**src/design/grid_raycast_column_shader_core_defines.svh**
```systemverilog
// Assertion macros for the grid raycast column shader.
// Included by the top level; expects clk_i and rst_ni in scope.
`ifndef GRID_RAYCAST_COLUMN_SHADER_CORE_DEFINES_SVH
`define GRID_RAYCAST_COLUMN_SHADER_CORE_DEFINES_SVH

// Same-cycle implication, disabled while reset is asserted.
`define GRC_ASSERT_IMP(label, ante, cons) \
  label: assert property (@(posedge clk_i) disable iff (!rst_ni) (ante) |-> (cons)) \
    else $error("grc: same-cycle check failed");

// Next-cycle implication, disabled while reset is asserted.
`define GRC_ASSERT_NXT(label, ante, cons) \
  label: assert property (@(posedge clk_i) disable iff (!rst_ni) (ante) |=> (cons)) \
    else $error("grc: next-cycle check failed");

`endif

```
**src/design/grc_pkg.sv**
```systemverilog
// Shared constants, types and the sine table builder for the raycaster.
// No dependencies; imported by every module of the block.
package grc_pkg;

  localparam int DEF_SCREEN_COLUMNS = 120;
  localparam int DEF_SCREEN_ROWS    = 40;
  localparam int DEF_MAP_SIDE       = 16;
  localparam int DEF_MAX_DEPTH      = 16;

  localparam int FOV_UNITS = 512;
  localparam int ONE_Q14   = 16384;
  localparam longint unsigned PI_Q30 = 64'd3373259426;

  localparam logic [7:0] GLYPH_BLANK  = 8'd32;
  localparam logic [7:0] GLYPH_HASH   = 8'd35;
  localparam logic [7:0] GLYPH_X      = 8'd120;
  localparam logic [7:0] GLYPH_DOT    = 8'd46;
  localparam logic [7:0] GLYPH_DASH   = 8'd45;
  localparam logic [7:0] GLYPH_WALL_0 = 8'd219;
  localparam logic [7:0] GLYPH_WALL_1 = 8'd178;
  localparam logic [7:0] GLYPH_WALL_2 = 8'd177;
  localparam logic [7:0] GLYPH_WALL_3 = 8'd176;

  localparam logic REQ_WRITE  = 1'b0;
  localparam logic REQ_RENDER = 1'b1;

  typedef logic [14:0] sin_tab_t [0:1024];

  // Command handed from the front to the back.
  typedef struct packed {
    logic               is_render;
    logic [7:0]         cell_index;
    logic               cell_is_wall;
    logic [15:0]        pos_x;
    logic [15:0]        pos_y;
    logic signed [15:0] eye_x;
    logic signed [15:0] eye_y;
  } grc_cmd_t;

  // Restoring division, used only while building constant tables.
  function automatic longint unsigned const_udiv(input longint unsigned n,
                                                 input longint unsigned dv);
    longint unsigned quo;
    longint unsigned part;
    quo  = 64'd0;
    part = 64'd0;
    for (int b = 63; b >= 0; b--) begin
      part = {part[62:0], n[b]};
      if (part >= dv) begin
        part   = part - dv;
        quo[b] = 1'b1;
      end
    end
    return quo;
  endfunction

  // Quarter-wave sine in Q14 from a Taylor series in Q2.30.
  function automatic logic [14:0] quarter_sine(input int unsigned q);
    longint unsigned x;
    longint unsigned x2;
    longint unsigned term;
    longint unsigned sum;
    longint unsigned r;
    x    = (64'(q) * PI_Q30) >> 11;
    x2   = (x * x) >> 30;
    term = x;
    sum  = x;
    for (int k = 1; k <= 8; k++) begin
      term = const_udiv((term * x2) >> 30, 64'((2 * k) * (2 * k + 1)));
      if ((k & 1) == 1) begin
        sum = (term > sum) ? 64'd0 : sum - term;
      end else begin
        sum = sum + term;
      end
    end
    r = (sum + 64'd32768) >> 16;
    return (r > 64'(ONE_Q14)) ? 15'(ONE_Q14) : 15'(r);
  endfunction

  function automatic sin_tab_t build_sine_tab();
    sin_tab_t t;
    for (int i = 0; i <= 1024; i++) begin
      t[i] = quarter_sine(i);
    end
    return t;
  endfunction

  // Table index for a 12-bit angle; the second quadrant mirrors the first.
  function automatic logic [10:0] sine_index(input logic [11:0] a);
    return a[10] ? (11'd1024 - {1'b0, a[9:0]}) : {1'b0, a[9:0]};
  endfunction

endpackage

```
**src/design/grc_emit.sv**
```systemverilog
// Back end, second half: turns a hit distance into one glyph per screen row.
// Depends on grc_pkg; drives the result queue ports through a register.
module grc_emit import grc_pkg::*; #(
  parameter int SCREEN_ROWS = DEF_SCREEN_ROWS,
  parameter int MAX_DEPTH   = DEF_MAX_DEPTH,
  localparam int DW = $clog2(MAX_DEPTH + 1)
) (
  input  logic          clk_i,
  input  logic          rst_ni,
  input  logic          d_valid_i,
  input  logic [DW-1:0] d_i,
  output logic          d_ack_o,
  output logic          empty,
  input  logic          pop,
  output logic [5:0]    row_o,
  output logic [7:0]    glyph_o,
  output logic          last_row_o
);

  localparam int YW = $clog2(SCREEN_ROWS);

  logic               busy_q, out_v_q, last_q;
  logic [YW-1:0]      y_q;
  logic [DW-1:0]      dist_q;
  logic [5:0]         row_q;
  logic [7:0]         glyph_q, wall_g, floor_g, g;
  logic               slot_free, is_last;
  logic signed [15:0] num, den, ydn, top, dd, yy, rem;

  assign empty      = !out_v_q;
  assign row_o      = row_q;
  assign glyph_o    = glyph_q;
  assign last_row_o = last_q;
  assign slot_free  = !out_v_q || pop;
  assign d_ack_o    = !busy_q && d_valid_i;
  assign is_last    = y_q == YW'(SCREEN_ROWS - 1);

  // Blank while y*2d <= R*(d-2); wall while R*(d-2) < (R-y+1)*2d.
  assign dd  = signed'(16'(dist_q));
  assign yy  = signed'(16'(y_q));
  assign num = 16'(SCREEN_ROWS) * (dd - 16'sd2);
  assign den = dd <<< 1;
  assign ydn = yy * den;
  assign top = (16'(SCREEN_ROWS) - yy + 16'sd1) * den;
  assign rem = 16'(SCREEN_ROWS) - yy;

  always_comb begin
    if (4 * dd <= 16'(MAX_DEPTH)) wall_g = GLYPH_WALL_0;
    else if (3 * dd < 16'(MAX_DEPTH)) wall_g = GLYPH_WALL_1;
    else if (2 * dd < 16'(MAX_DEPTH)) wall_g = GLYPH_WALL_2;
    else if (dd < 16'(MAX_DEPTH)) wall_g = GLYPH_WALL_3;
    else wall_g = GLYPH_BLANK;

    if (8 * rem < 16'(SCREEN_ROWS)) floor_g = GLYPH_HASH;
    else if (4 * rem < 16'(SCREEN_ROWS)) floor_g = GLYPH_X;
    else if (8 * rem < 16'(3 * SCREEN_ROWS)) floor_g = GLYPH_DOT;
    else if (20 * rem < 16'(9 * SCREEN_ROWS)) floor_g = GLYPH_DASH;
    else floor_g = GLYPH_BLANK;

    if (ydn <= num) g = GLYPH_BLANK;
    else if (num < top) g = wall_g;
    else g = floor_g;
  end

  always_ff @(posedge clk_i or negedge rst_ni) begin
    if (!rst_ni) begin
      busy_q  <= 1'b0;
      out_v_q <= 1'b0;
      y_q     <= '0;
    end else begin
      if (d_ack_o) begin
        busy_q <= 1'b1;
        y_q    <= '0;
      end else if (busy_q && slot_free) begin
        y_q <= y_q + 1'b1;
        if (is_last) busy_q <= 1'b0;
      end
      if (busy_q && slot_free) out_v_q <= 1'b1;
      else if (pop) out_v_q <= 1'b0;
    end
  end

  always_ff @(posedge clk_i) begin
    if (d_ack_o) dist_q <= d_i;
    if (busy_q && slot_free) begin
      row_q   <= 6'(y_q);
      glyph_q <= g;
      last_q  <= is_last;
    end
  end

endmodule

```
**config.mk**
```make
export PLATFORM = sky130hd
export DESIGN_NAME = grc_emit
export DESIGN_NICKNAME = d
export VERILOG_FILES = /design/src/design/grid_raycast_column_shader_core_defines.svh /design/src/design/grc_pkg.sv /design/src/design/grc_emit.sv
export SDC_FILE = /design/constraint.sdc
export NUM_CORES = 1
export LEC_CHECK = 0
export BUFFER_PORTS_ARGS = -buffer_cell sky130_fd_sc_hd__buf_4
export CAP_MARGIN = 10
export CORE_ASPECT_RATIO = 1.4
export CORE_MARGIN = 4
export CORE_UTILIZATION = 40
export DETAILED_ROUTE_END_ITERATION = 6
export SETUP_SLACK_MARGIN = 0.05
export SYNTH_ARGS = -nofsm -noshare
export SYNTH_HDL_FRONTEND = slang
export SYNTH_SLANG_ARGS = --single-unit
```
**constraint.sdc**
```tcl
create_clock -name clk_i -period 6.3 [get_ports clk_i]
set_clock_uncertainty 0.15 [all_clocks]
set_input_delay 0.63 -clock clk_i [delete_from_list [all_inputs] [get_ports clk_i]]
set_output_delay 0.63 -clock clk_i [all_outputs]
set_load 0.01 [all_outputs]
```
Word-level counts from Yosys, hierarchy flattened
Index checks and enable logic that the tools add are counted.
- register bits: 28
- output and inout port bits: 17
- word-level logic and storage cells: 52
- $add $sub $neg: 4
- multipliers: 5
- order comparisons: 10
- equal/unequal tests: 1
- mux-type cells: 16
- reduce and logical (&&, ||, !) cells: 9
- operators with widths (operator ; number):
    $mux 8 ; 5
    $lt 13x16->1 ; 1
    $mul 16x6->15 ; 1
    $mux 7 ; 2
    $le 13x13->1 ; 1
    $lt 13x10->1 const B ; 1
    $mux 6 ; 2
    $mul 4x7->11 const A ; 1
    $mul 6x5->11 ; 1
    $lt 10x7->1 const B ; 1
    $lt 10x8->1 const B ; 1
    $mul 4x6->10 const A ; 1
    $lt 9x7->1 const B ; 1
    $add 7x2->8 const B ; 1
    $mux 4 ; 2
    $le 7x5->1 const B ; 1
    $lt 7x5->1 const B ; 1
    $mul 2x5->7 const A ; 1
    $sub 6x6->7 const A ; 1
    $add 6x1->6 const B ; 1
    $eq 6x6->1 const B ; 1
    $lt 6x5->1 const B ; 1
    $reduce_bool 2->1 ; 3
    $sub 5x2->6 const B ; 1
    6 further kinds ; 12

Longest topological paths before layout
- depth after elaboration: 8
- gate-level depth with buffers: 32
- gate-level depth less buffers: 30

Worst setup path before layout
Ideal clock, no wire load.
- path kind: register -> register
- start: register y_q[1]
- end: register glyph_q[5] (netlist: glyph_o[5]) (data pin)
- arrival: 6.599 ns
- required time: 5.888 ns
- path slack: -0.712 ns
- cell stages (with the launch flop): 27
- path buffers: 1
- period minus slack after synthesis: 7.012 ns
- path through: dfrtp_1 clkbuf_1 inv_1 ha_1 xnor2_1 nand4_1 nor2_1 nand2_1 xnor2_1 nor2b_1 fa_1 fa_1 inv_1 fa_1 inv_1 ha_1 or2_2 a21oi_1 a21oi_1 and4_1 nor3_1 ha_1 a2111oi_2 o211ai_1 o21ai_1 nand2_1 or2_2
- longest elaborated chain between the ends: 5
- elaborated cells on any way between the ends: 9
- those cells by class: 2 x add/sub; 2 x mul; 3 x order compare; 2 x mux
- RTL lines (what ; line ; source):
    start, declared ; grc_emit.sv:23 ; logic [YW-1:0] y_q;
    start signal, assigned ; grc_emit.sv:75 ; y_q <= y_q + 1'b1;
    $sub 6x6->7 ; grc_emit.sv:44, grc_emit.sv:45 ;
    $add 7x2->8 ; grc_emit.sv:44 ; assign top = (16'(SCREEN_ROWS) - yy + 16'sd1) * den;
    $mul 16x6->15 ; grc_emit.sv:44 ;
    $lt 13x16->1 ; grc_emit.sv:61 ; else if (num < top) g = wall_g;
    $mux 8 ; grc_emit.sv:61 ;
    end signal, assigned ; grc_emit.sv:87 ; glyph_q <= g;
    end, declared ; grc_emit.sv:26 ; logic [7:0] glyph_q, wall_g, floor_g, g;
Parallel ways exist; a longest one is shown, timed or not.
A chain may end at the register's enable or synchronous reset.

Final worst setup path
- start: register y_q[0]
- end: register glyph_q[5] (netlist: glyph_o[5]) (data pin)
The elaborated chain is that of the path after synthesis.

==> reports/summary.log <==
[placement] post-detail-place hpwl 10080 um
[yosys] mean post-synth cell area 8.779 um^2
[detailed_routing] Remaining DRCs 0
[yosys] Seq/Total Area, Yosys 0.1538
[detailed_routing] Via Count 4315
[grt] antenna violations before repair 0
[detailed_routing] sum of routed wire segments on met1 4839 um
[detailed_routing] number of detailed-route iterations in the first pass 4
[yosys] dominant synthesized flop cell sky130_fd_sc_hd__edfxtp_1
[clock_network] Worst-Skew Late Latency 0.26 ns
[yosys] cell taking the most area after synthesis sky130_fd_sc_hd__ha_1
[worst_setup_path] worst path arrival time 6.34 ns
[grt] via count of the first global-routing pass 4586
[detailed_routing] wire length on met2 6648 um
[yosys] Post-synth EDFFs 20
[timing] Min Clock Period, post-route 6.469 ns
[worst_hold_path] Hold Path Class in2async
[grt] wire length of the first global-routing pass 21110 um
[clock_network] CTS H-tree depth 1
[worst_setup_path] flop2flop setup slack -0.17 ns
[grt] GRT overflow 0
[die] overall die area 14930 um^2
[detailed_routing] highest routing layer actually used met4
[yosys] Synth Instances 593
[yosys] Synth top area share 0.2403
[detailed_routing] number of antenna-violating nets in the routed design 0
[finish] Area Growth Syn to Fin 27.57%
[timing] headroom to the max-slew limit 0.5335
[clock_network] cell chosen for the clock root sky130_fd_sc_hd__clkbuf_16
[die] core region area 12810 um^2
[timing] transition time at the pin with the least slew margin 0.6954 ns
[worst_setup_path] kind of launch point of the worst setup path flop
[detailed_routing] sum of routed wire length over all layers 11960 um
[job] number of max-capacitance violations reported 0
[worst_setup_path] Worst Setup End Kind flop
[placement] Routability Congestion 0.8581
[finish] count of antenna diodes in the layout 0
[worst_setup_path] worst flop-to-flop path startpoint y_q[0]
[worst_setup_path] launch point of the critical path y_q[0]
[detailed_routing] per-cell via count in the routed design 5.113
[die] Die W 104.4 um
[placement] cell count after placement 823
[worst_setup_path] biggest fanout along the worst timing path 5
[grt] global router's overall resource usage 0.1700
[detailed_routing] WL met3 223 um
[die] initial cell density of the core 0.4063
[worst_setup_path] WP data required 6.17 ns
[clock_network] sinks on the clock net 28
[placement] Port Buffer Count 25
[timing] fmax 154.6 MHz
[worst_setup_path] critical path class reg2reg
[status] run status finished, violations left
[worst_setup_path] slowest stage delay, CP 0.52 ns
[detailed_routing] WL per Instance 14.17 um
[timing] final slew viol count 0
[yosys] Post-Syn Area 5206 um^2
[finish] Post-Layout Cell Count 844
[clock_network] Reg clk slew, reported paths 0.07 ns
[finish] nets@finish 841
[detailed_routing] number of DRC violations after detailed-routing iteration 0 129
[yosys] post-synth cell types 56
[yosys] commonest cells in the netlist sky130_fd_sc_hd__inv_1 (101), sky130_fd_sc_hd__ha_1 (100), sky130_fd_sc_hd__fa_1 (40), sky130_fd_sc_hd__nand2_1 (39)
[yosys] syn_nets 742
[worst_setup_path] CP max stage cell sky130_fd_sc_hd__fa_1
[yosys] leading cell types by total area after synthesis sky130_fd_sc_hd__ha_1 (24%), sky130_fd_sc_hd__fa_1 (15%), sky130_fd_sc_hd__edfxtp_1 (12%), sky130_fd_sc_hd__inv_1 (7.3%), sky130_fd_sc_hd__xnor2_1 (4.4%)
[finish] share of final-layout standard cells stronger than drive strength 1 0.2562
[clock_network] number of buffers created by CTS 3
[die] ports placed on the boundary 26
[die] die span in y 143.0 um
[yosys] fraction of registers with async set/reset 0.2857
[yosys] top-count cell post-synth sky130_fd_sc_hd__inv_1
[timing] setup violators final 8
[clock_network] Hold-fix buffers, CTS 0
[timing] final worst setup slack -0.1687 ns
[yosys] FF+latch count, synth 28
[timing] Final Hold Violating Endpoints 0
[clock_network] TritonCTS clock tree done
[yosys] Yosys warnings 0
[grt] maximum number of pins on one net before global-route repair 23
[timing] final critical-path share of the clock period 1.027
[timing] RSZ-0062 raised after global routing yes
[die] floorplan row count 49
[clock_network] buffer levels on the longest clock path 2
[status] violated checks negative setup slack
## path summary, 6_finish.rpt
| check | to | depth (start not counted) |
|---|---|---|
| min reg2reg | out_v_q | 2 |
| min | busy_q | 1 |
| max reg2reg | glyph_o[5] | 29 |
| max in group asynchronous | y_q[2] | 1 |
| min in group clk_i | out_v_q | 2 |
| max | glyph_o[5] | 29 |
## flip-flops by register name, summed over array words and instances (netlist names)
signal and flops:
row_o 6, y_q 6, busy_q 1, glyph_o 8, last_row_o 1, dist_q 5
out_v_q 1
## per-layer routing
layer  vias up  track usage
met2        58       0.3441
met1      2069       0.1935
met3        17     0.008141
met4         0      0.04062
li1       2171            -
met5         -            0
## area by class of cell
type	instances	area, um^2
multi-input combinational	445	4287
tap	153	191.4
timing repair buffer	111	863.3
sequential	28	803.3
inverter	103	396.6
fill	1152	6172
clock buffer	4	100.1
## worst max-delay path: cells and delay by family (launching register included)
family | cells | cell delay, ns
AND/OR/NAND/NOR | 7 | 1.16
flip-flops | 1 | 0.38
buffers and inverters | 8 | 0.76
XOR/XNOR | 2 | 0.27
adder cells (fa/ha/maj) | 6 | 2.27
AO/OA/AOI/OAI | 6 | 1.22
## cell families (layout without fill, tap and decap cells)
group	count (synthesis)	after routing	synth area share
mux	1	1	0.001923
flops	28	28	0.1538
xor+xnor	39	39	0.06825
fa+ha+maj	140	140	0.3941
compound gates	94	94	0.1228
simple gates	171	171	0.1687
buf+inv	120	218	0.09036
## placed cells by master (no fill, tap or decap), types with 5 or more instances in the layout
cell and count:
sky130_fd_sc_hd__a21oi_1 21, sky130_fd_sc_hd__xnor2_1 23, sky130_fd_sc_hd__nor3_1 13, sky130_fd_sc_hd__a21o_1 13, sky130_fd_sc_hd__nand2b_1 12, sky130_fd_sc_hd__dfrtp_1 6
sky130_fd_sc_hd__o21ai_0 12, sky130_fd_sc_hd__nand3_1 8, sky130_fd_sc_hd__buf_6 8, sky130_fd_sc_hd__fa_1 39, sky130_fd_sc_hd__ha_4 8, sky130_fd_sc_hd__nand4_1 6
sky130_fd_sc_hd__inv_2 7, sky130_fd_sc_hd__xor2_1 9, sky130_fd_sc_hd__a211oi_1 5, sky130_fd_sc_hd__nor2_1 29, sky130_fd_sc_hd__edfxtp_1 20, sky130_fd_sc_hd__ha_1 91
sky130_fd_sc_hd__buf_4 103, sky130_fd_sc_hd__inv_1 92, sky130_fd_sc_hd__and2_1 32, sky130_fd_sc_hd__nand2_1 37, sky130_fd_sc_hd__nor2b_1 6
## repair_timing
action                     in CTS  in global routing
pin swaps                      34                 26
gates resized for setup        29                 13
setup endpoints to repair       8                  8
buffers inserted               11                  6
## per-stage QoR
stage	util	setup TNS, ns	setup WS (ns)	area (um^2)	hold slack (ns)
floorplan	-	-0.01072	-0.01072	5411	0.1844
global placement	0.4851	-1.337	-0.2457	6216	0.3049
detailed placement	0.4851	-2.580	-0.4121	6216	0.3035
CTS	0.5107	-1.377	-0.2220	6544	0.01933
global route	0.5183	-3.072	-0.4370	6641	0.01782
finish	0.5183	-0.8563	-0.1687	6641	0.01910
Power is left out: the tool's default activity adds up to more than one toggle a clock period on the data nets, which glitch-free logic cannot reach.
