File: src/design/grid_raycast_column_shader_core_defines.svh
// Assertion macros for the grid raycast column shader.
// Included by the top level; expects clk_i and rst_ni in scope.
`ifndef GRID_RAYCAST_COLUMN_SHADER_CORE_DEFINES_SVH
`define GRID_RAYCAST_COLUMN_SHADER_CORE_DEFINES_SVH

// Same-cycle implication, disabled while reset is asserted.
`define GRC_ASSERT_IMP(label, ante, cons) \
  label: assert property (@(posedge clk_i) disable iff (!rst_ni) (ante) |-> (cons)) \
    else $error("grc: same-cycle check failed");

// Next-cycle implication, disabled while reset is asserted.
`define GRC_ASSERT_NXT(label, ante, cons) \
  label: assert property (@(posedge clk_i) disable iff (!rst_ni) (ante) |=> (cons)) \
    else $error("grc: next-cycle check failed");

`endif

File: src/design/grc_pkg.sv
// Shared constants, types and the sine table builder for the raycaster.
// No dependencies; imported by every module of the block.
package grc_pkg;

  localparam int DEF_SCREEN_COLUMNS = 120;
  localparam int DEF_SCREEN_ROWS    = 40;
  localparam int DEF_MAP_SIDE       = 16;
  localparam int DEF_MAX_DEPTH      = 16;

  localparam int FOV_UNITS = 512;
  localparam int ONE_Q14   = 16384;
  localparam longint unsigned PI_Q30 = 64'd3373259426;

  localparam logic [7:0] GLYPH_BLANK  = 8'd32;
  localparam logic [7:0] GLYPH_HASH   = 8'd35;
  localparam logic [7:0] GLYPH_X      = 8'd120;
  localparam logic [7:0] GLYPH_DOT    = 8'd46;
  localparam logic [7:0] GLYPH_DASH   = 8'd45;
  localparam logic [7:0] GLYPH_WALL_0 = 8'd219;
  localparam logic [7:0] GLYPH_WALL_1 = 8'd178;
  localparam logic [7:0] GLYPH_WALL_2 = 8'd177;
  localparam logic [7:0] GLYPH_WALL_3 = 8'd176;

  localparam logic REQ_WRITE  = 1'b0;
  localparam logic REQ_RENDER = 1'b1;

  typedef logic [14:0] sin_tab_t [0:1024];

  // Command handed from the front to the back.
  typedef struct packed {
    logic               is_render;
    logic [7:0]         cell_index;
    logic               cell_is_wall;
    logic [15:0]        pos_x;
    logic [15:0]        pos_y;
    logic signed [15:0] eye_x;
    logic signed [15:0] eye_y;
  } grc_cmd_t;

  // Restoring division, used only while building constant tables.
  function automatic longint unsigned const_udiv(input longint unsigned n,
                                                 input longint unsigned dv);
    longint unsigned quo;
    longint unsigned part;
    quo  = 64'd0;
    part = 64'd0;
    for (int b = 63; b >= 0; b--) begin
      part = {part[62:0], n[b]};
      if (part >= dv) begin
        part   = part - dv;
        quo[b] = 1'b1;
      end
    end
    return quo;
  endfunction

  // Quarter-wave sine in Q14 from a Taylor series in Q2.30.
  function automatic logic [14:0] quarter_sine(input int unsigned q);
    longint unsigned x;
    longint unsigned x2;
    longint unsigned term;
    longint unsigned sum;
    longint unsigned r;
    x    = (64'(q) * PI_Q30) >> 11;
    x2   = (x * x) >> 30;
    term = x;
    sum  = x;
    for (int k = 1; k <= 8; k++) begin
      term = const_udiv((term * x2) >> 30, 64'((2 * k) * (2 * k + 1)));
      if ((k & 1) == 1) begin
        sum = (term > sum) ? 64'd0 : sum - term;
      end else begin
        sum = sum + term;
      end
    end
    r = (sum + 64'd32768) >> 16;
    return (r > 64'(ONE_Q14)) ? 15'(ONE_Q14) : 15'(r);
  endfunction

  function automatic sin_tab_t build_sine_tab();
    sin_tab_t t;
    for (int i = 0; i <= 1024; i++) begin
      t[i] = quarter_sine(i);
    end
    return t;
  endfunction

  // Table index for a 12-bit angle; the second quadrant mirrors the first.
  function automatic logic [10:0] sine_index(input logic [11:0] a);
    return a[10] ? (11'd1024 - {1'b0, a[9:0]}) : {1'b0, a[9:0]};
  endfunction

endpackage

File: src/design/grc_queue.sv
// Two-entry command queue between the front and the back.
// Depends on grc_pkg for the command type.
module grc_queue import grc_pkg::*; (
  input  logic     clk_i,
  input  logic     rst_ni,
  input  logic     push_i,
  input  grc_cmd_t data_i,
  output logic     full_o,
  input  logic     pop_i,
  output grc_cmd_t data_o,
  output logic     empty_o
);

  grc_cmd_t   mem_q [0:1];
  logic       wr_q, rd_q;
  logic [1:0] cnt_q;
  logic       do_push, do_pop;

  assign full_o  = cnt_q == 2'd2;
  assign empty_o = cnt_q == 2'd0;
  assign data_o  = mem_q[rd_q];
  assign do_push = push_i && !full_o;
  assign do_pop  = pop_i && !empty_o;

  always_ff @(posedge clk_i) begin
    if (do_push) mem_q[wr_q] <= data_i;
  end

  always_ff @(posedge clk_i or negedge rst_ni) begin
    if (!rst_ni) begin
      wr_q  <= 1'b0;
      rd_q  <= 1'b0;
      cnt_q <= 2'd0;
    end else begin
      if (do_push) wr_q <= !wr_q;
      if (do_pop) rd_q <= !rd_q;
      cnt_q <= cnt_q + 2'(do_push) - 2'(do_pop);
    end
  end

endmodule

File: config.mk
export PLATFORM = sky130hd
export DESIGN_NAME = grc_queue
export DESIGN_NICKNAME = d
export VERILOG_FILES = /design/src/design/grid_raycast_column_shader_core_defines.svh /design/src/design/grc_pkg.sv /design/src/design/grc_queue.sv
export SDC_FILE = /design/constraint.sdc
export NUM_CORES = 1
export LEC_CHECK = 0
export ABC_CLOCK_PERIOD_IN_PS = 4570
export BUFFER_PORTS_ARGS = -buffer_cell sky130_fd_sc_hd__buf_2
export CELL_PAD_IN_SITES_DETAIL_PLACEMENT = 2
export CELL_PAD_IN_SITES_GLOBAL_PLACEMENT = 2
export CORE_MARGIN = 2
export CORE_UTILIZATION = 38
export DETAILED_ROUTE_END_ITERATION = 7
export PLACE_DENSITY = 0.84
export SYNTH_ARGS = -nofsm -noshare
export SYNTH_HDL_FRONTEND = slang
export SYNTH_SLANG_ARGS = --single-unit
File: constraint.sdc
create_clock -name clk_i -period 4.57 [get_ports clk_i]
set_input_delay 0.457 -clock clk_i [delete_from_list [all_inputs] [get_ports clk_i]]
set_output_delay 0.457 -clock clk_i [all_outputs]
set_load 0.01 [all_outputs]
* After elaboration in Yosys (flattened, before gate mapping)
Memories as Yosys holds them, arrays and structs flattened.
Cells that the tools add are included.
** Storage, ports and cells
- Register bits after elaboration :: 4
- Memory bits (writable) :: 148
- Bits of input ports :: 78
- Output and inout bits :: 76
- Word-level logic and storage cells :: 16
- Memories kept :: 1
** Memories
- mem_q :: depth 2, bits a word 74, rd ports 1, clocked after Yosys merged registers in 0, write ports 1, line grc_queue.sv:14 : grc_cmd_t mem_q [0:1];
** Operators by class
- Add/subtract/negate cells :: 2
- Equal/unequal tests :: 1
- Multiplexer cells :: 2
- Reductions and logical operators :: 7
** Operators with widths (number)
- $logic_not 1->1 :: 4
- $add 2x1->2 :: 1
- $eq 2x2->1 const B :: 1
- $logic_and 1x1->1 :: 2
- $logic_not 2->1 :: 1
- $mux 1 :: 2
- $sub 2x1->2 :: 1

* Longest topological paths before layout
Gate-level depths: netlist of run 1.
- Word-level depth :: 5
- Mapped depth :: 7
- Depth with buffers taken out :: 7

* Worst setup path before layout of run 1
OpenSTA, ideal clock, no wires.
- Path kind :: register to register
- From :: register cnt_q[1]
- To :: memory mem_q[0][0] in the netlist's numbering (enable)
- Library setup time :: 0.507 ns
- Arrival time :: 3.685 ns
- Required time :: 4.063 ns
- Path slack :: 0.379 ns
- Stages on the path, launching flop included :: 4
- Path buffers :: 0
- Clock period less this slack :: 4.191 ns
- Cell sequence :: dfrtp_1 -> nand2b_1 -> nand2_1 -> nor2_1
** On the way
- Longest elaborated chain between the ends :: 5
** RTL lines
- start: declaration :: line grc_queue.sv:16 : logic [1:0] cnt_q;
- start signal: assignment :: line grc_queue.sv:37 : cnt_q <= cnt_q + 2'(do_push) - 2'(do_pop);
- $eq 2x2->1 :: line grc_queue.sv:19 : assign full_o = cnt_q == 2'd2;
- $logic_not 1->1 :: line grc_queue.sv:22 : assign do_push = push_i && !full_o;
- $logic_and 1x1->1 :: line grc_queue.sv:22
- $mux 1 :: line grc_queue.sv:26 : if (do_push) mem_q[wr_q] <= data_i;
- $mux 1 (not written as such) :: line grc_queue.sv:26
- end: declaration :: line grc_queue.sv:14
Every way passes these cells.

==> flow_metrics.py, run 1 <==
metrics = {
    "pwr": {
        "power_frac_comb": 0.272,
        "intPower_mw": 3.59,
        "seqPwrFrac": 0.432,
        "switching_share": 0.273,
        "p_clk_frac": 0.295,
        "power_density_nw_per_um2": 673,
        "p_sw_mw": 1.35,
        "ir_drop_uv": 302,
        "p_leak_nw": 2.90,
    },
    "timing": {
        "fmax_mhz": 342,
        "finalHoldViolations": 0,
        "setup_viol_count_final": 0,
        "worstMarginPinSlew_ps": 1050,
        "relSlewSlack": 0.297,
        "rsz0062_at_grt": "no",
        "finalSetupTns_ps": 0,
        "skew_ps": 4.57,
        "fin_crit_ps": 2920,
        "fin_crit_sh": 0.640,
        "slew_violations": 0,
    },
    "logic_synthesis": {
        "yosysSeqAreaShare": 0.792,
        "yosys_warnings": 0,
        "syn_area_per_cell_um2": 23.1,
        "ys_types": 15,
        "synthCells": 248,
        "syn_area_um2": 5740,
        "syn_nets": 328,
        "ys_ff_latch": 152,
    },
    "clocking": {
        "cts_sinks": 152,
        "postCtsSetupBuffers": 0,
        "clkLatencyLatePin_ps": 400,
        "clk_path_buf_depth": 2,
        "ctsHoldBuffers": 1,
        "cts_root_buf": "clkbuf_16",
        "cts_tree": "built",
        "path_clk_slew_ps": 60,
        "cts_max_level": 4,
        "post_cts_resized": 0,
        "cts_buffers": 17,
    },
    "grt": {
        "grt_max_degree": 75,
        "grt_usage": 0.149,
        "grt_pass1_vias": 3267,
        "grt.overflow.total": 0,
        "grt_pass1_wl_um": 17800,
        "antenna_found_initial": 0,
    },
    "routing": {
        "vias": 2824,
        "drtIter0Drc": 116,
        "wl_um": 11700,
        "dr.pass1.iters": 4,
        "via_per_inst": 4.62,
        "drc": 0,
        "ant_nets": 0,
        "wl_per_cell_um": 19.1,
    },
    "critical_path": {
        "path_buf_inv": 2,
        "path_max_fanout": 57,
        "crit_path_top_delay_cell": "dfrtp_4",
        "cp.arrival_ps": 2470,
        "max_stage_delay_ps": 1040,
        "critPathKind": "flip-flop to output pin",
        "r2r-start": "cnt_q[1]",
        "reg2reg_depth": 4,
        "cp-end-kind": "output pin",
        "start_kind": "flip-flop",
        "regToRegEndpoint": "mem_q[0][3]",
        "reg2reg_slack_ps": 2400,
        "cp_top_family": "flip-flops",
        "crit_chain": "buf_4 > mux2_4 > buf_2",
        "crit_start": "rd_q",
        "critPathRequiredTime_ps": 4110,
    },
    "die": {
        "io_pins": 154,
        "die_w_um": 127,
        "initial_core_util": 0.392,
        "die-area_um2": 16100,
        "die-height_um": 127,
        "std_cell_rows": 44,
        "core-area_um2": 14600,
    },
    "layout": {
        "antenna_cells": 0,
        "syn_to_final_growth_pct": 27.7,
        "stdcell_area_um2": 7330,
        "layout.nets": 495,
        "drive_gt1_frac": 0.602,
    },
    "placement": {
        "place_area_um2": 6700,
        "gp_congestion": 0.689,
        "placement.io_buffers": 153,
        "dp_hpwl_um": 8230,
    },
    "job": {
        "cap_viol_max_count": 0,
    },
    "hold_path": {
        "hold_depth": 1,
        "min_to": "mem_q[0][4]",
        "hp-class": "input port to flip-flop",
        "min_from": "data_i[4]",
    },
    "outcome": {
        "run_status": "complete, no violations",
    },
}
## worst max path at each step
stage	endpoint	cells after the start	slack, ps
3_3_place_gp	data_o[62]	3	2090
6_report	data_o[56]	3	1650
5_1_grt	data_o[30]	3	1530
2_1_floorplan	mem_q[0][0]	3	380
4_1_cts	data_o[56]	3	1580
3_5_place_dp	data_o[56]	3	2030
## power groups by stage
| stage | Sequential (mW) | Clock (mW) | Combinational, mW |
|---|---|---|---|
| 6_report | 2.13 | 1.46 | 1.34 |
| 5_1_grt | 2.18 | 1.55 | 1.45 |
| 4_1_cts | 2.15 | 1.50 | 1.39 |
| 3_5_place_dp | 2.17 | 0 | 1.38 |
| 3_3_place_gp | 2.13 | 0 | 1.33 |
| 2_1_floorplan | 2.02 | 0 | 1.03 |
## sequential cells by signal (all words and copies together) (netlist names)
register  cells
cnt_q         2
mem_q       148
rd_q          1
wr_q          1
## layer usage
| layer | vias to the layer above | share of wire | GRT usage |
|---|---|---|---|
| met2 | 98 | 0.55 | 0.269 |
| met5 | - | 0 | 0 |
| met1 | 1403 | 0.38 | 0.167 |
| met4 | 0 | 0.011 | 0.0562 |
| li1 | 1312 | - | - |
| met3 | 11 | 0.054 | 0.0447 |
## cells in the mapped netlist
master    number  area (um2)
and3_1         1        6.26
nor2_1         2        7.51
mux2_4        50         751
inv_1          2        7.51
ha_1           2        25.0
xnor2_1        3        26.3
nor2b_1        1        6.26
buf_2          2        10.0
edfxtp_1     148        4440
dfrtp_1        4         100
xor2_1         1        8.76
buf_6          6        67.6
mux2_2        24         270
nand2_1        1        3.75
nand2b_1       1        6.26
## cell families after synthesis
family / count (synthesis) / share of synthesized area
xor gates and xnor gates: 4 / 0.00610
adders and majority gates: 2 / 0.00436
buffers and inverters: 10 / 0.0148
DFF: 152 / 0.792
muxes: 74 / 0.178
and+or+nand+nor: 6 / 0.00523
## cell usage in the layout, fill, tap and decap left out, types with 2 or more instances in the layout
cell type,netlist,final
mux2_2,24,24
bufinv_16,0,5
edfxtp_1,148,148
xnor2_1,3,3
clkbuf_1,0,4
mux2_4,50,50
inv_1,2,2
clkinv_1,0,2
clkinv_2,0,2
clkbuf_16,0,17
buf_2,2,153
ha_1,2,2
dfrtp_1,4,3
## stage by stage
stage                     std cells   util  hold slack [ps]  worst slack [ps]  power, mW
after floorplan                 248      -              161               379       3.05
after global placement          579  0.458              265              2090       3.46
after detailed placement        579  0.458              270              2030       3.56
after CTS                       611  0.501              214              1580       5.03
after global routing            611  0.501              215              1530       5.18
final                           611  0.501              236              1650       4.93
## cell type report
| class | count | area, um2 |
|---|---|---|
| clock buffers | 21 | 440 |
| clock inverters | 10 | 176 |
| fillers | 1340 | 7310 |
| inverters | 2 | 7.51 |
| multi-input cells | 86 | 1120 |
| flip-flops and latches | 152 | 4550 |
| well taps | 184 | 230 |
| repair buffers | 156 | 803 |
(Power assumes the default switching activity.)
==> run 2, diff against run 1 <==
--- a/config.mk
+++ b/config.mk
@@ -5,7 +5,7 @@
 export SDC_FILE = /design/constraint.sdc
 export NUM_CORES = 1
 export LEC_CHECK = 0
-export ABC_CLOCK_PERIOD_IN_PS = 4570
+export ABC_CLOCK_PERIOD_IN_PS = 2800
 export BUFFER_PORTS_ARGS = -buffer_cell sky130_fd_sc_hd__buf_2
 export CELL_PAD_IN_SITES_DETAIL_PLACEMENT = 2
 export CELL_PAD_IN_SITES_GLOBAL_PLACEMENT = 2
==> constraint.sdc (replaced) <==
create_clock -name clk_i -period 2.8 [get_ports clk_i]
set_input_delay 0.28 -clock clk_i [delete_from_list [all_inputs] [get_ports clk_i]]
set_output_delay 0.28 -clock clk_i [all_outputs]
set_load 0.01 [all_outputs]
==> run 2 against run 1 <==
Via count increased by 2.5%. Wire length increased by 4.2%. Combinational power increased by 75%. Clock power increased by 37%. Worst hold slack got worse by 190 ps. Core utilization decreased by 0.45 points. Final cell count increased by 0.33%. Power increased by 57%.
==> flow_metrics.py, run 2 (synthesis gave the netlist of run 1 again) <==
metrics = {
    "timing": {
        "relSlewSlack": 0.635,
        "setup_slack_ps": 443,
        "finalHoldViolations": 0,
        "fin_crit_ps": 2360,
        "fin_crit_sh": 0.842,
        "skew_ps": 6.91,
        "hold_ws_ps": 50.3,
        "finalSetupTns_ps": 0,
        "rsz0062_at_grt": "no",
        "slew_violations": 0,
        "setup_viol_count_final": 0,
        "fmax_mhz": 424,
        "worstMarginPinSlew_ps": 547,
    },
    "pwr": {
        "p_leak_nw": 2.87,
        "power.total_mw": 7.74,
        "ir_drop_uv": 676,
        "power_density_nw_per_um2": 1070,
    },
    "routing": {
        "wl_um": 12200,
        "wl_per_cell_um": 19.8,
        "drc": 0,
        "vias": 2895,
        "via_per_inst": 4.72,
        "drtIter0Drc": 133,
        "dr.pass1.iters": 4,
        "ant_nets": 0,
    },
    "critical_path": {
        "reg2reg_slack_ps": 930,
        "critPathRequiredTime_ps": 2520,
        "crit_chain": "buf_4 > mux2_2 > buf_2",
        "max_stage_delay_ps": 780,
        "crit_path_top_delay_cell": "dfrtp_4",
        "start_kind": "flip-flop",
        "crit_start": "rd_q",
        "r2r-start": "cnt_q[0]",
        "regToRegEndpoint": "mem_q[0][16]",
        "cp.arrival_ps": 2080,
        "cp-end-kind": "output pin",
        "reg2reg_depth": 4,
        "critPathKind": "flip-flop to output pin",
        "path_max_fanout": 29,
        "endpoint": "data_o[6]",
    },
    "job": {
        "cap_viol_max_count": 0,
    },
    "layout": {
        "postLayoutCoreUtil": 0.496,
        "final_cells": 613,
        "largest-register": "mem_q",
        "drive_gt1_frac": 0.594,
        "syn_to_final_growth_pct": 26.5,
        "layout_commonest_cell": "buf_2",
        "reg_top3": "mem_q: 148 flops, cnt_q: 2 flops",
        "stdcell_area_um2": 7260,
        "antenna_cells": 0,
        "largest_register_ffs": 148,
        "mostFrequentLayoutCells": "buf_2, edfxtp_1, mux2_4",
        "layout.nets": 498,
    },
    "placement": {
        "dp_hpwl_um": 8210,
        "place_area_um2": 6750,
        "placement.io_buffers": 153,
        "gp_congestion": 0.718,
        "dp_cells": 582,
        "place_ws_ps": 845,
    },
    "grt": {
        "grt_usage": 0.160,
        "grt_max_degree": 57,
        "antenna_found_initial": 0,
        "grt_pass1_wl_um": 18900,
        "grt.overflow.total": 0,
        "grt_pass1_vias": 3281,
    },
    "clocking": {
        "cts_sinks": 152,
        "path_clk_slew_ps": 60,
        "clkLatencyLatePin_ps": 420,
        "cts_tree": "built",
        "clk_path_buf_depth": 2,
        "cts_root_buf": "clkbuf_16",
        "cts_buffers": 17,
        "cts_max_level": 4,
    },
    "outcome": {
        "run_status": "complete, no violations",
    },
    "die": {
        "die-area_um2": 16100,
        "io_pins": 154,
        "die-height_um": 127,
        "die_w_um": 127,
        "std_cell_rows": 44,
        "initial_core_util": 0.392,
        "core-area_um2": 14600,
    },
    "hold_path": {
        "hp-class": "input port to flip-flop",
    },
}
## run 2: cell count changes in the layout (fill, tap and decap cells not counted)
| cell | previous run | this run |
|---|---|---|
| buf_4 | 1 | 2 |
| clkinv_1 | 2 | 4 |
| clkinv_4 | 1 | 0 |
| clkbuf_1 | 4 | 6 |
| bufinv_16 | 5 | 1 |
| buf_12 | 1 | 3 |
## run 2: worst max-delay path: cells and delay by family, from the launching register on
kind     cells  cell delay, ps
mux          1             370
buf+inv      2             500
flops        1             780
## run 2: where the power goes
part	internal, mW	switching, mW
Sequential	3.12	0.266
Clock	1.19	0.808
Combinational	1.20	1.15
Total	5.51	2.22
## run 2: how the worst min path moves through the flow
stage / from / endpoint / slack, ps / depth (start not counted)
after floorplan: rst_ni / cnt_q[0] / -20 / 0
after global placement: rst_ni / wr_q / 90 / 1
after detailed placement: rst_ni / wr_q / 100 / 1
after CTS: data_i[8] / mem_q[1][8] / 30 / 1
after global routing: data_i[0] / mem_q[0][0] / 30 / 1
final: data_i[8] / mem_q[1][8] / 50 / 1
## run 2: timing repair
| item | CTS | global route |
|---|---|---|
| setup buffers | 0 | 0 |
| hold endpoints to repair | 4 | 0 |
| resized for setup | 0 | 0 |
| hold buffers | 1 | 0 |
## run 2: final cells by class
class | instances | area (um2)
Sequential cell | 152 | 4550
Multi-Input combinational cell | 86 | 1120
Fill cell | 1349 | 7380
Tap cell | 184 | 230
Inverter | 2 | 7.51
Timing Repair Buffer | 159 | 851
Clock inverter | 7 | 55.1
Clock buffer | 23 | 448
## run 2: per-layer routing
metal | wire length, um | GRT usage | up-vias
met1 | 4690 | 0.183 | 1457
met5 | 0 | 0 | -
met4 | 183 | 0.0640 | 0
met2 | 6510 | 0.280 | 107
met3 | 774 | 0.0510 | 17
li1 | - | - | 1314
