### config.mk
export PLATFORM = sky130hd
export DESIGN_NAME = grc_march
export DESIGN_NICKNAME = d
export VERILOG_FILES = /design/src/design/grid_raycast_column_shader_core_defines.svh /design/src/design/grc_pkg.sv /design/src/design/grc_march.sv
export SDC_FILE = /design/constraint.sdc
export NUM_CORES = 1
export LEC_CHECK = 0
export BUFFER_PORTS_ARGS = -buffer_cell sky130_fd_sc_hd__buf_2
export CORE_MARGIN = 2
export CORE_UTILIZATION = 56
export CTS_CLUSTER_SIZE = 16
export DETAILED_ROUTE_END_ITERATION = 10
export HOLD_SLACK_MARGIN = 0.02
export MAX_ROUTING_LAYER = met4
export PLACE_DENSITY = 0.76
export RECOVER_POWER = 50
export SYNTH_ARGS = -nofsm -noshare
export SYNTH_HDL_FRONTEND = slang
export SYNTH_SLANG_ARGS = --single-unit
### constraint.sdc
create_clock -name clk_i -period 4.43 [get_ports clk_i]
set_clock_uncertainty 0.15 [all_clocks]
set_input_delay 1.329 -clock clk_i [delete_from_list [all_inputs] [get_ports clk_i]]
set_output_delay 1.329 -clock clk_i [all_outputs]
set_load 0.01 [all_outputs]
### src/design/grid_raycast_column_shader_core_defines.svh
// Assertion macros for the grid raycast column shader.
// Included by the top level; expects clk_i and rst_ni in scope.
`ifndef GRID_RAYCAST_COLUMN_SHADER_CORE_DEFINES_SVH
`define GRID_RAYCAST_COLUMN_SHADER_CORE_DEFINES_SVH

// Same-cycle implication, disabled while reset is asserted.
`define GRC_ASSERT_IMP(label, ante, cons) \
  label: assert property (@(posedge clk_i) disable iff (!rst_ni) (ante) |-> (cons)) \
    else $error("grc: same-cycle check failed");

// Next-cycle implication, disabled while reset is asserted.
`define GRC_ASSERT_NXT(label, ante, cons) \
  label: assert property (@(posedge clk_i) disable iff (!rst_ni) (ante) |=> (cons)) \
    else $error("grc: next-cycle check failed");

`endif

### src/design/grc_pkg.sv
// Shared constants, types and the sine table builder for the raycaster.
// No dependencies; imported by every module of the block.
package grc_pkg;

  localparam int DEF_SCREEN_COLUMNS = 120;
  localparam int DEF_SCREEN_ROWS    = 40;
  localparam int DEF_MAP_SIDE       = 16;
  localparam int DEF_MAX_DEPTH      = 16;

  localparam int FOV_UNITS = 512;
  localparam int ONE_Q14   = 16384;
  localparam longint unsigned PI_Q30 = 64'd3373259426;

  localparam logic [7:0] GLYPH_BLANK  = 8'd32;
  localparam logic [7:0] GLYPH_HASH   = 8'd35;
  localparam logic [7:0] GLYPH_X      = 8'd120;
  localparam logic [7:0] GLYPH_DOT    = 8'd46;
  localparam logic [7:0] GLYPH_DASH   = 8'd45;
  localparam logic [7:0] GLYPH_WALL_0 = 8'd219;
  localparam logic [7:0] GLYPH_WALL_1 = 8'd178;
  localparam logic [7:0] GLYPH_WALL_2 = 8'd177;
  localparam logic [7:0] GLYPH_WALL_3 = 8'd176;

  localparam logic REQ_WRITE  = 1'b0;
  localparam logic REQ_RENDER = 1'b1;

  typedef logic [14:0] sin_tab_t [0:1024];

  // Command handed from the front to the back.
  typedef struct packed {
    logic               is_render;
    logic [7:0]         cell_index;
    logic               cell_is_wall;
    logic [15:0]        pos_x;
    logic [15:0]        pos_y;
    logic signed [15:0] eye_x;
    logic signed [15:0] eye_y;
  } grc_cmd_t;

  // Restoring division, used only while building constant tables.
  function automatic longint unsigned const_udiv(input longint unsigned n,
                                                 input longint unsigned dv);
    longint unsigned quo;
    longint unsigned part;
    quo  = 64'd0;
    part = 64'd0;
    for (int b = 63; b >= 0; b--) begin
      part = {part[62:0], n[b]};
      if (part >= dv) begin
        part   = part - dv;
        quo[b] = 1'b1;
      end
    end
    return quo;
  endfunction

  // Quarter-wave sine in Q14 from a Taylor series in Q2.30.
  function automatic logic [14:0] quarter_sine(input int unsigned q);
    longint unsigned x;
    longint unsigned x2;
    longint unsigned term;
    longint unsigned sum;
    longint unsigned r;
    x    = (64'(q) * PI_Q30) >> 11;
    x2   = (x * x) >> 30;
    term = x;
    sum  = x;
    for (int k = 1; k <= 8; k++) begin
      term = const_udiv((term * x2) >> 30, 64'((2 * k) * (2 * k + 1)));
      if ((k & 1) == 1) begin
        sum = (term > sum) ? 64'd0 : sum - term;
      end else begin
        sum = sum + term;
      end
    end
    r = (sum + 64'd32768) >> 16;
    return (r > 64'(ONE_Q14)) ? 15'(ONE_Q14) : 15'(r);
  endfunction

  function automatic sin_tab_t build_sine_tab();
    sin_tab_t t;
    for (int i = 0; i <= 1024; i++) begin
      t[i] = quarter_sine(i);
    end
    return t;
  endfunction

  // Table index for a 12-bit angle; the second quadrant mirrors the first.
  function automatic logic [10:0] sine_index(input logic [11:0] a);
    return a[10] ? (11'd1024 - {1'b0, a[9:0]}) : {1'b0, a[9:0]};
  endfunction

endpackage

### src/design/grc_march.sv
// Back end, first half: owns the wall map, applies writes and marches rays.
// Depends on grc_pkg; hands the hit distance to the row emitter.
module grc_march import grc_pkg::*; #(
  parameter int MAP_SIDE  = DEF_MAP_SIDE,
  parameter int MAX_DEPTH = DEF_MAX_DEPTH,
  localparam int DW = $clog2(MAX_DEPTH + 1)
) (
  input  logic          clk_i,
  input  logic          rst_ni,
  input  grc_cmd_t      cmd_i,
  input  logic          cmd_empty_i,
  output logic          cmd_pop_o,
  output logic          d_valid_o,
  output logic [DW-1:0] d_o,
  input  logic          d_ack_i
);

  localparam int Cells = MAP_SIDE * MAP_SIDE;
  localparam int AW    = $clog2(Cells);
  localparam int CW    = $clog2(MAP_SIDE);
  localparam int AccW  = 24;

  localparam logic [1:0] M_IDLE  = 2'd0;
  localparam logic [1:0] M_STEP  = 2'd1;
  localparam logic [1:0] M_CHECK = 2'd2;
  localparam logic [1:0] M_DONE  = 2'd3;

  localparam logic signed [AccW-1:0] LowLim = AccW'(-ONE_Q14);

  logic [1:0]             state_q;
  logic [DW-1:0]          d_q;
  logic signed [AccW-1:0] ax_q, ay_q, nx, ny;
  logic signed [15:0]     ex_q, ey_q;
  logic                   map_q [0:Cells-1];
  logic                   rd_q;
  logic                   we;
  logic [AW-1:0]          ra;
  logic [CW-1:0]          tx, ty;
  logic                   outside;

  assign cmd_pop_o = (state_q == M_IDLE) && !cmd_empty_i;
  assign we        = cmd_pop_o && !cmd_i.is_render && (32'(cmd_i.cell_index) < Cells);
  assign d_valid_o = state_q == M_DONE;
  assign d_o       = d_q;

  assign nx = ax_q + AccW'(ex_q);
  assign ny = ay_q + AccW'(ey_q);

  function automatic logic coord_out(input logic signed [AccW-1:0] v);
    return (v <= LowLim) ||
           (!v[AccW-1] && ($unsigned(v[AccW-1:14]) >= (AccW-14)'(MAP_SIDE)));
  endfunction

  // Coordinates in (-1,0) truncate toward zero and test cell 0.
  assign tx      = nx[AccW-1] ? '0 : nx[14 +: CW];
  assign ty      = ny[AccW-1] ? '0 : ny[14 +: CW];
  assign outside = coord_out(nx) || coord_out(ny);
  assign ra      = AW'(32'(ty) * MAP_SIDE + 32'(tx));

  always_ff @(posedge clk_i) begin
    if (we) map_q[AW'(cmd_i.cell_index)] <= cmd_i.cell_is_wall;
    rd_q <= map_q[ra];
  end

  always_ff @(posedge clk_i or negedge rst_ni) begin
    if (!rst_ni) begin
      state_q <= M_IDLE;
    end else begin
      case (state_q)
        M_IDLE: begin
          if (cmd_pop_o && cmd_i.is_render) state_q <= M_STEP;
        end
        M_STEP: state_q <= outside ? M_DONE : M_CHECK;
        M_CHECK: begin
          if (rd_q || d_q == DW'(MAX_DEPTH)) state_q <= M_DONE;
          else state_q <= M_STEP;
        end
        M_DONE: begin
          if (d_ack_i) state_q <= M_IDLE;
        end
        default: state_q <= M_IDLE;
      endcase
    end
  end

  always_ff @(posedge clk_i) begin
    case (state_q)
      M_IDLE: begin
        ax_q <= AccW'({cmd_i.pos_x, 2'b00});
        ay_q <= AccW'({cmd_i.pos_y, 2'b00});
        ex_q <= cmd_i.eye_x;
        ey_q <= cmd_i.eye_y;
        d_q  <= '0;
      end
      M_STEP: begin
        ax_q <= nx;
        ay_q <= ny;
        d_q  <= outside ? DW'(MAX_DEPTH) : d_q + 1'b1;
      end
      default: ;
    endcase
  end

endmodule

* Word-level counts from Yosys, hierarchy flattened *
Memories as Yosys holds them, arrays and structs flattened. A register that Yosys moved wholly into a read port is not among the register bits.
Index checks and enable logic that the tools add are counted.

word-level totals
  register bits after elaboration = 87
  memory bits (writable) = 256
  input bits = 78
  output and inout bits = 7
  logic and storage cells = 50
  memories kept = 1

cells by class
  add/subtract/negate cells = 4
  order comparisons = 4
  eq/ne operators = 6
  mux-type cells = 13
  reduce and logical (&&, ||, !) cells = 16

memory list
  memory  depth  width  read ports  clocked after Yosys merged registers in  write ports  line             source
  map_q   256    1      1           1                                        1            grc_march.sv:34  logic map_q [0:Cells-1];

operators by type and width
  kind                                                                 count
  case mux 24 bit (2 select lines)                                     2
  adder 24 x 16 -> 24 bit                                              2
  less-or-equal comparator 24 x 15 -> 1 bit (second input constant)    2
  greater-or-equal comparator 10 x 5 -> 1 bit (second input constant)  2
  case mux 5 bit (2 select lines)                                      1
  adder 8 x 4 -> 8 bit                                                 1
  2-to-1 mux 4 bit                                                     2
  case mux 2 bit (4 select lines)                                      1
  2-to-1 mux 2 bit                                                     3
  adder 5 x 1 -> 5 bit (second input constant)                         1
  equality test 5 bit (second input constant)                          1
  logical AND 1 bit                                                    5
  2-to-1 mux 5 bit                                                     1
  equality test 2 bit (second input constant)                          2
  zero test 1 bit                                                      4
  logical OR 1 bit                                                     4
  inequality test 2 x 1 -> 1 bit (second input constant)               2
  2-to-1 mux 1 bit                                                     3
  equality test 2 x 1 -> 1 bit (second input constant)                 1
  zero test 2 bit                                                      1
  AND reduction 2 bit                                                  1
  nonzero test 2 bit                                                   1

* Longest topological paths before layout *
Gate-level depths: netlist of the first run.

  depth in word-level cells = 7
  mapped depth = 17
  mapped depth without buffers = 14

* Worst setup path after synthesis of the first run *
No wires, ideal clock.

  kind = register -> register
  from = register ax_q[0]
  to = register rd_q, read port of map_q
  library setup time = 0.134 ns
  arrival time = 3.744 ns
  required time = 4.146 ns
  slack = 0.403 ns
  cell stages (with the launch flop) = 17
  buffers on the path = 3
  clock period less this slack = 4.027 ns
  cells stage by stage = edfxtp_1 ha_1 fa_1 a21o_1 a221o_1 a211oi_1 a211o_1 buf_2 buf_2 buf_2 mux2i_1 o21ai_0 a221oi_1 nor2_1 a22o_1 o31ai_1 o221ai_2

on the way
  longest elaborated chain between the ends = 3

ends and longest elaborated chain
  element                  line             source
  start, declared          grc_march.sv:32  logic signed [AccW-1:0] ax_q, ay_q, nx, ny;
  start signal, assigned   grc_march.sv:89  ax_q <= AccW'({cmd_i.pos_x, 2'b00});
  start signal, assigned   grc_march.sv:96  ax_q <= nx;
  adder 24 x 16 -> 24 bit  grc_march.sv:46  assign nx = ax_q + AccW'(ex_q);
  2-to-1 mux 4 bit         grc_march.sv:55  assign tx = nx[AccW-1] ? '0 : nx[14 +: CW];
  adder 8 x 4 -> 8 bit     grc_march.sv:58  assign ra = AW'(32'(ty) * MAP_SIDE + 32'(tx));
  end, declared            grc_march.sv:35  logic rd_q;

Every way passes these cells.
A chain may end at the register's enable or synchronous reset.

* Worst setup path after layout of the first run *
Ends and elaborated chain as after synthesis.

==> impl_metrics.tcl, run 1 <==
set metrics [dict create \
    ios 85 \
    die_height_um 180 \
    track_usage_pct 29.0 \
    fin_area_um2 19800 \
    clk_pin_slew_worst_paths_ns 0.06 \
    avgSynthCellArea_um2 11.0 \
    arrival_ns 4.58 \
    syn2layout_area_growth_pct 14.8 \
    final_nets 1796 \
    synth.net_count 1695 \
    finalCritPeriodShare_pct 97.5 \
    root_buffer "clkbuf_16" \
    synth-seq-cells 344 \
    async_reset_ff_share_pct 0.581 \
    cpPeakStageDelay_ns 0.41 \
    grt_max_degree 123 \
    final.fill_count 2420 \
    min_period_ns 4.32 \
    dr.pass1.iters 6 \
    ff_latch_area_um2 10300 \
    yosysWarnings 0 \
    multi_input_area_um2 6720 \
    cts.htree.levels 2 \
    max_slew_margin_pct -108 \
    dr_wl_met3_mm 4.60 \
    hold_viol_final 0 \
    layout_common_cells "341 x edfxtp_1, 336 x nor2_1, 170 x nand2_1" \
    setup.worst_path.end_class "register" \
    die_w_um 180 \
    dieArea_um2 32300 \
    layout-drive-gt1-share_pct 14.3 \
    post_dp_cell_area_um2 18400 \
    core_area_um2 30500 \
    synth_edf_count 341 \
    top_layer "met4" \
    viasPerCell 6.35 \
    timing.rr.start "ax_q[0]" \
    required_ns 4.69 \
    worstPathMaxFanout 10 \
    hold_buffers 0 \
    final_common_cell "edfxtp_1" \
    r2r-end "rd_q" \
    r2r_setup_slack_ns 0.11 \
    num_vias 13300 \
    ys_seq_area_share_pct 59.7 \
    post_drt_wl_per_cell_um 22.1 \
    synth.distinct_cells 85 \
    insertion_delay_ns 0.54 \
    maxSlewViolCount 173 \
    ff2ff_path_depth 15 \
    drtAntennaViolNets 0 \
    grt_pass1_wl_mm 71.2 \
    violations "max-capacitance violations, max-slew violations" \
    drt-initial-drc-count 1663 \
    worstMarginPinSlew_ns 3.12 \
    gr-total-overflow 0 \
    cts_max_path_buffers 3 \
    diodes 0 \
    critPathKind "register to register" \
    critPathLaunchType "register" \
    synth_ff_type "edfxtp_1" \
    hp-class "primary input to asynchronous set/reset pin" \
    outcome "finished, violations left" \
    wl_met1_mm 17.9 \
    synthCells 1567 \
    routed_wirelength_mm 46.2 \
    routabilityCongestion 0.938 \
    wl_met2_mm 21.6 \
    drc 0 \
    antenna_found_initial 0 \
    slowest_stage "fa_1" \
    port_buffers 84 \
    maxCapViolations 3 \
    cts_buffers 39 \
    setup_viol 0 \
    syn-cell-area_um2 17300 \
    dpl.hpwl_mm 28.8 \
    start_util_pct 56.6 \
    rows 64 \
    path_cells "ha_1 > fa_1 > a21o_1 > a221o_2 > a21o_4 > a211oi_4 > nand2_2 > nor3_4 > nor2_1 > buf_4 > a221oi_2 > a21oi_1 > a211o_1 > a221oi_4 > o221ai_2" \
    max_freq_mhz 232 \
    clkSinkCount 344 \
    cts_tree "done" \
    first_global_vias 12900 \
]
## logic make-up (layout without fill, tap and decap cells)
family,Yosys count,in the layout,share of synthesized area [%]
simple gates,684,684,17.4
buf+inv,100,229,2.30
mux,33,33,2.37
xor+xnor,46,46,2.48
fa+ha+maj,50,50,3.71
compound gates,310,310,12.1
flops,344,344,59.7
## layer usage
metal	vias to the layer above	global-route usage (%)
li1	6002	-
met1	6434	37.1
met2	699	45.5
met3	149	5.73
met4	0	12.3
met5	-	-
## how the worst max path moves through the flow
stage | end | start | cells past startpoint | slack (ns)
floorplan | rd_q | ax_q[0] | 16 | 0.40
CTS | state_q[0] | ay_q[0] | 14 | 0.007
global route | state_q[0] | ax_q[0] | 14 | -0.11
finish | rd_q | ax_q[0] | 15 | 0.11
global placement | rd_q | ax_q[0] | 13 | 0.07
detailed placement | rd_q | ax_q[0] | 13 | -0.007
## worst max-delay path, delay by kind of cell (launching register included)
family / cells / cell delay, ns
buffers and inverters: 1 / 0.21
AND/OR/NAND/NOR: 3 / 0.41
flip-flops: 1 / 0.38
adder cells (fa/ha/maj): 2 / 0.65
AO/OA/AOI/OAI: 9 / 2.38
## registers in the layout (all words and copies together), names as in the netlist
register	count
rd_q	1
state_q	2
map_q	256
ax_q	24
d_o	5
ey_q	16
ex_q	16
ay_q	24
## repair_timing
item                       4_1_cts  5_1_grt
resized for setup                1       25
pin swaps                        0        6
buffers inserted                 0        5
setup endpoints to repair        1        7
gates cloned                     0        1
## metrics by stage
stage	setup WS [ns]	std cells	TNS, ns	hold slack [ns]	util [%]
after floorplan	0.403	1567	0	0.361	-
after global placement	0.0722	2017	0	0.471	60.4
after detailed placement	-0.00688	2017	-0.00688	0.477	60.4
after CTS	0.00729	2086	0	0.414	64.5
after global routing	-0.110	2092	-0.408	0.425	65.0
final	0.112	2092	0	0.425	65.0
## area by class of cell
type	count	area share (%)
clock buffer	48	5.20
clock inverter	21	1.10
inverter	14	0.265
multi-input combinational	1123	33.9
sequential	344	52.0
tap	396	2.50
timing repair buffer	146	5.08
## Yosys cell counts (all sizes together), types with 18 or more instances
cell type / number / share of area [%]
clkbuf: 68 / 1.5
buf: 18 / 0.52
o21ai: 83 / 2.4
a21oi: 63 / 1.9
xor2: 25 / 1.3
nor2: 339 / 7.4
xnor2: 21 / 1.2
nand3: 50 / 1.4
ha: 48 / 3.5
mux2i: 24 / 1.4
edfxtp: 341 / 59
nand2: 172 / 3.8
Power of run 1 is left out: the tool's default activity adds up to more than one toggle a clock period on the data nets, which glitch-free logic cannot reach.
==> inputs of run 2 (changes only) <==
--- a/config.mk
+++ b/config.mk
@@ -8,6 +8,7 @@
 export BUFFER_PORTS_ARGS = -buffer_cell sky130_fd_sc_hd__buf_2
 export CORE_MARGIN = 2
 export CORE_UTILIZATION = 56
+export CTS_BUF_LIST = sky130_fd_sc_hd__clkbuf_4
 export CTS_CLUSTER_SIZE = 16
 export DETAILED_ROUTE_END_ITERATION = 10
 export HOLD_SLACK_MARGIN = 0.02
==> impl_metrics.tcl, run 2 (synthesis results as in run 1) <==
set metrics [dict create \
    track_usage_pct 29.2 \
    maxCapViolations 3 \
    ios 85 \
    arrival_ns 4.72 \
    clk_pin_slew_worst_paths_ns 0.07 \
    drt-initial-drc-count 1609 \
    port_buffers 84 \
    start_util_pct 56.6 \
    hold_viol_final 0 \
    final_common_cell "edfxtp_1" \
    cts_tree "done" \
    setup.worst_path.end_class "register" \
    gr-total-overflow 0 \
    routabilityCongestion 0.938 \
    fin_cells 2173 \
    final.fill_count 2460 \
    violations "max-capacitance violations, max-slew violations" \
    cts_buffers 91 \
    layout_common_cells "341 x edfxtp_1, 338 x nor2_1, 169 x nand2_1" \
    hold_buffers 0 \
    final_nets 1849 \
    clkSinkCount 344 \
    largest-register "map_q" \
    grt_max_degree 123 \
    post_drt_wl_per_cell_um 21.3 \
    die_height_um 180 \
    layout-drive-gt1-share_pct 18.2 \
    rows 64 \
    finalCritPeriodShare_pct 95.9 \
    first_global_vias 13300 \
    hp-class "primary input to asynchronous set/reset pin" \
    place_inst 2017 \
    r2r_setup_slack_ns 0.18 \
    cts.htree.levels 3 \
    cts_max_path_buffers 3 \
    worstPathMaxFanout 6 \
    dpl.hpwl_mm 28.8 \
    maxSlewViolCount 173 \
    r2r-end "state_q[0]" \
    largest_reg_flops 256 \
    syn2layout_area_growth_pct 13.4 \
    timing.rr.start "ax_q[0]" \
    insertion_delay_ns 0.78 \
    core_area_um2 30500 \
    die_w_um 180 \
    num_vias 13500 \
    required_ns 4.91 \
    antenna_found_initial 2 \
    setup_viol 0 \
    worstMarginPinSlew_ns 3.32 \
    viasPerCell 6.22 \
    min_period_ns 4.25 \
    critPathLaunchType "register" \
    drtAntennaViolNets 0 \
    critPathKind "register to register" \
    max_freq_mhz 235 \
    dieArea_um2 32300 \
    grt_pass1_wl_mm 71.6 \
    reg_top3 "map_q x256, ax_q x24, ay_q x24" \
    outcome "finished, violations left" \
    drc 0 \
    max_slew_margin_pct -121 \
    root_buffer "clkbuf_4" \
    routed_wirelength_mm 46.2 \
    ff2ff_path_depth 14 \
    dr.pass1.iters 8 \
]
[run 2: cell types whose count changed in the layout (fill, tap and decap cells not counted), sizes merged]
cell         previous run  this run
clkbuf                 55       133
bufinv                  4         0
buf                   138       141
clkinv                 15        17
diode                   0         2
inv                    15        17
clkinvlp                1         0
dlygate4sd2             1         0
[run 2: what timing repair did]
item	4_1_cts	5_1_grt
buffers inserted	0	6
setup endpoints to repair	1	7
cloned	0	1
pin swaps	0	5
resized for setup	1	17
[run 2: routing by layer]
metal	vias up	global-route usage (%)	routed length [um]
met5	-	-	0
met4	0	14.1	2130
met3	165	5.69	4660
met2	725	45.9	21800
met1	6496	36.7	17600
li1	6133	-	-
[run 2: worst max path at each step]
stage          depth (start not counted)    start  slack, ns         end
6_report                              14  ax_q[0]       0.18  state_q[0]
2_1_floorplan                         16  ax_q[0]       0.40        rd_q
4_1_cts                               14  ay_q[0]       0.02  state_q[0]
5_1_grt                               14  ax_q[0]      -0.14  state_q[0]
3_3_place_gp                          13  ax_q[0]       0.07        rd_q
3_5_place_dp                          13  ax_q[0]     -0.007        rd_q
[run 2: area by class of cell]
class	count	area (um^2)	area share [%]
repair buffers	147	1010	5.17
well taps	396	495	2.53
multi-input cells	1123	6680	34.1
flip-flops and latches	344	10300	52.6
clock inverters	20	95.1	0.485
inverters	14	52.6	0.268
clock buffers	127	953	4.86
diodes	2	5.00	0.0255
[run 2: worst max-delay path, stage by stage (launching register included)]
cell	delay (ns)
edfxtp_1	0.38
ha_1	0.24
fa_1	0.41
a21o_1	0.19
a221o_2	0.41
and4_1	0.22
o41ai_1	0.27
nand2b_1	0.16
a31oi_2	0.30
nor2_1	0.11
a311oi_1	0.51
nand4_1	0.22
a22oi_2	0.23
nand2_2	0.11
and3_1	0.21
[run 2: metrics by stage]
| stage | util, % | hold WS [ns] | worst slack [ns] | cell area (um^2) | setup TNS [ns] |
|---|---|---|---|---|---|
| global route | 64.2 | 0.196 | -0.140 | 19600 | -0.561 |
| CTS | 63.9 | 0.174 | 0.0207 | 19500 | 0 |
| detailed placement | 60.4 | 0.477 | -0.00688 | 18400 | -0.00688 |
| finish | 64.2 | 0.229 | 0.182 | 19600 | 0 |
| global placement | 60.4 | 0.471 | 0.0722 | 18400 | 0 |
| floorplan | - | 0.361 | 0.403 | 17300 | 0 |
Power of run 2 is left out for the same reason.
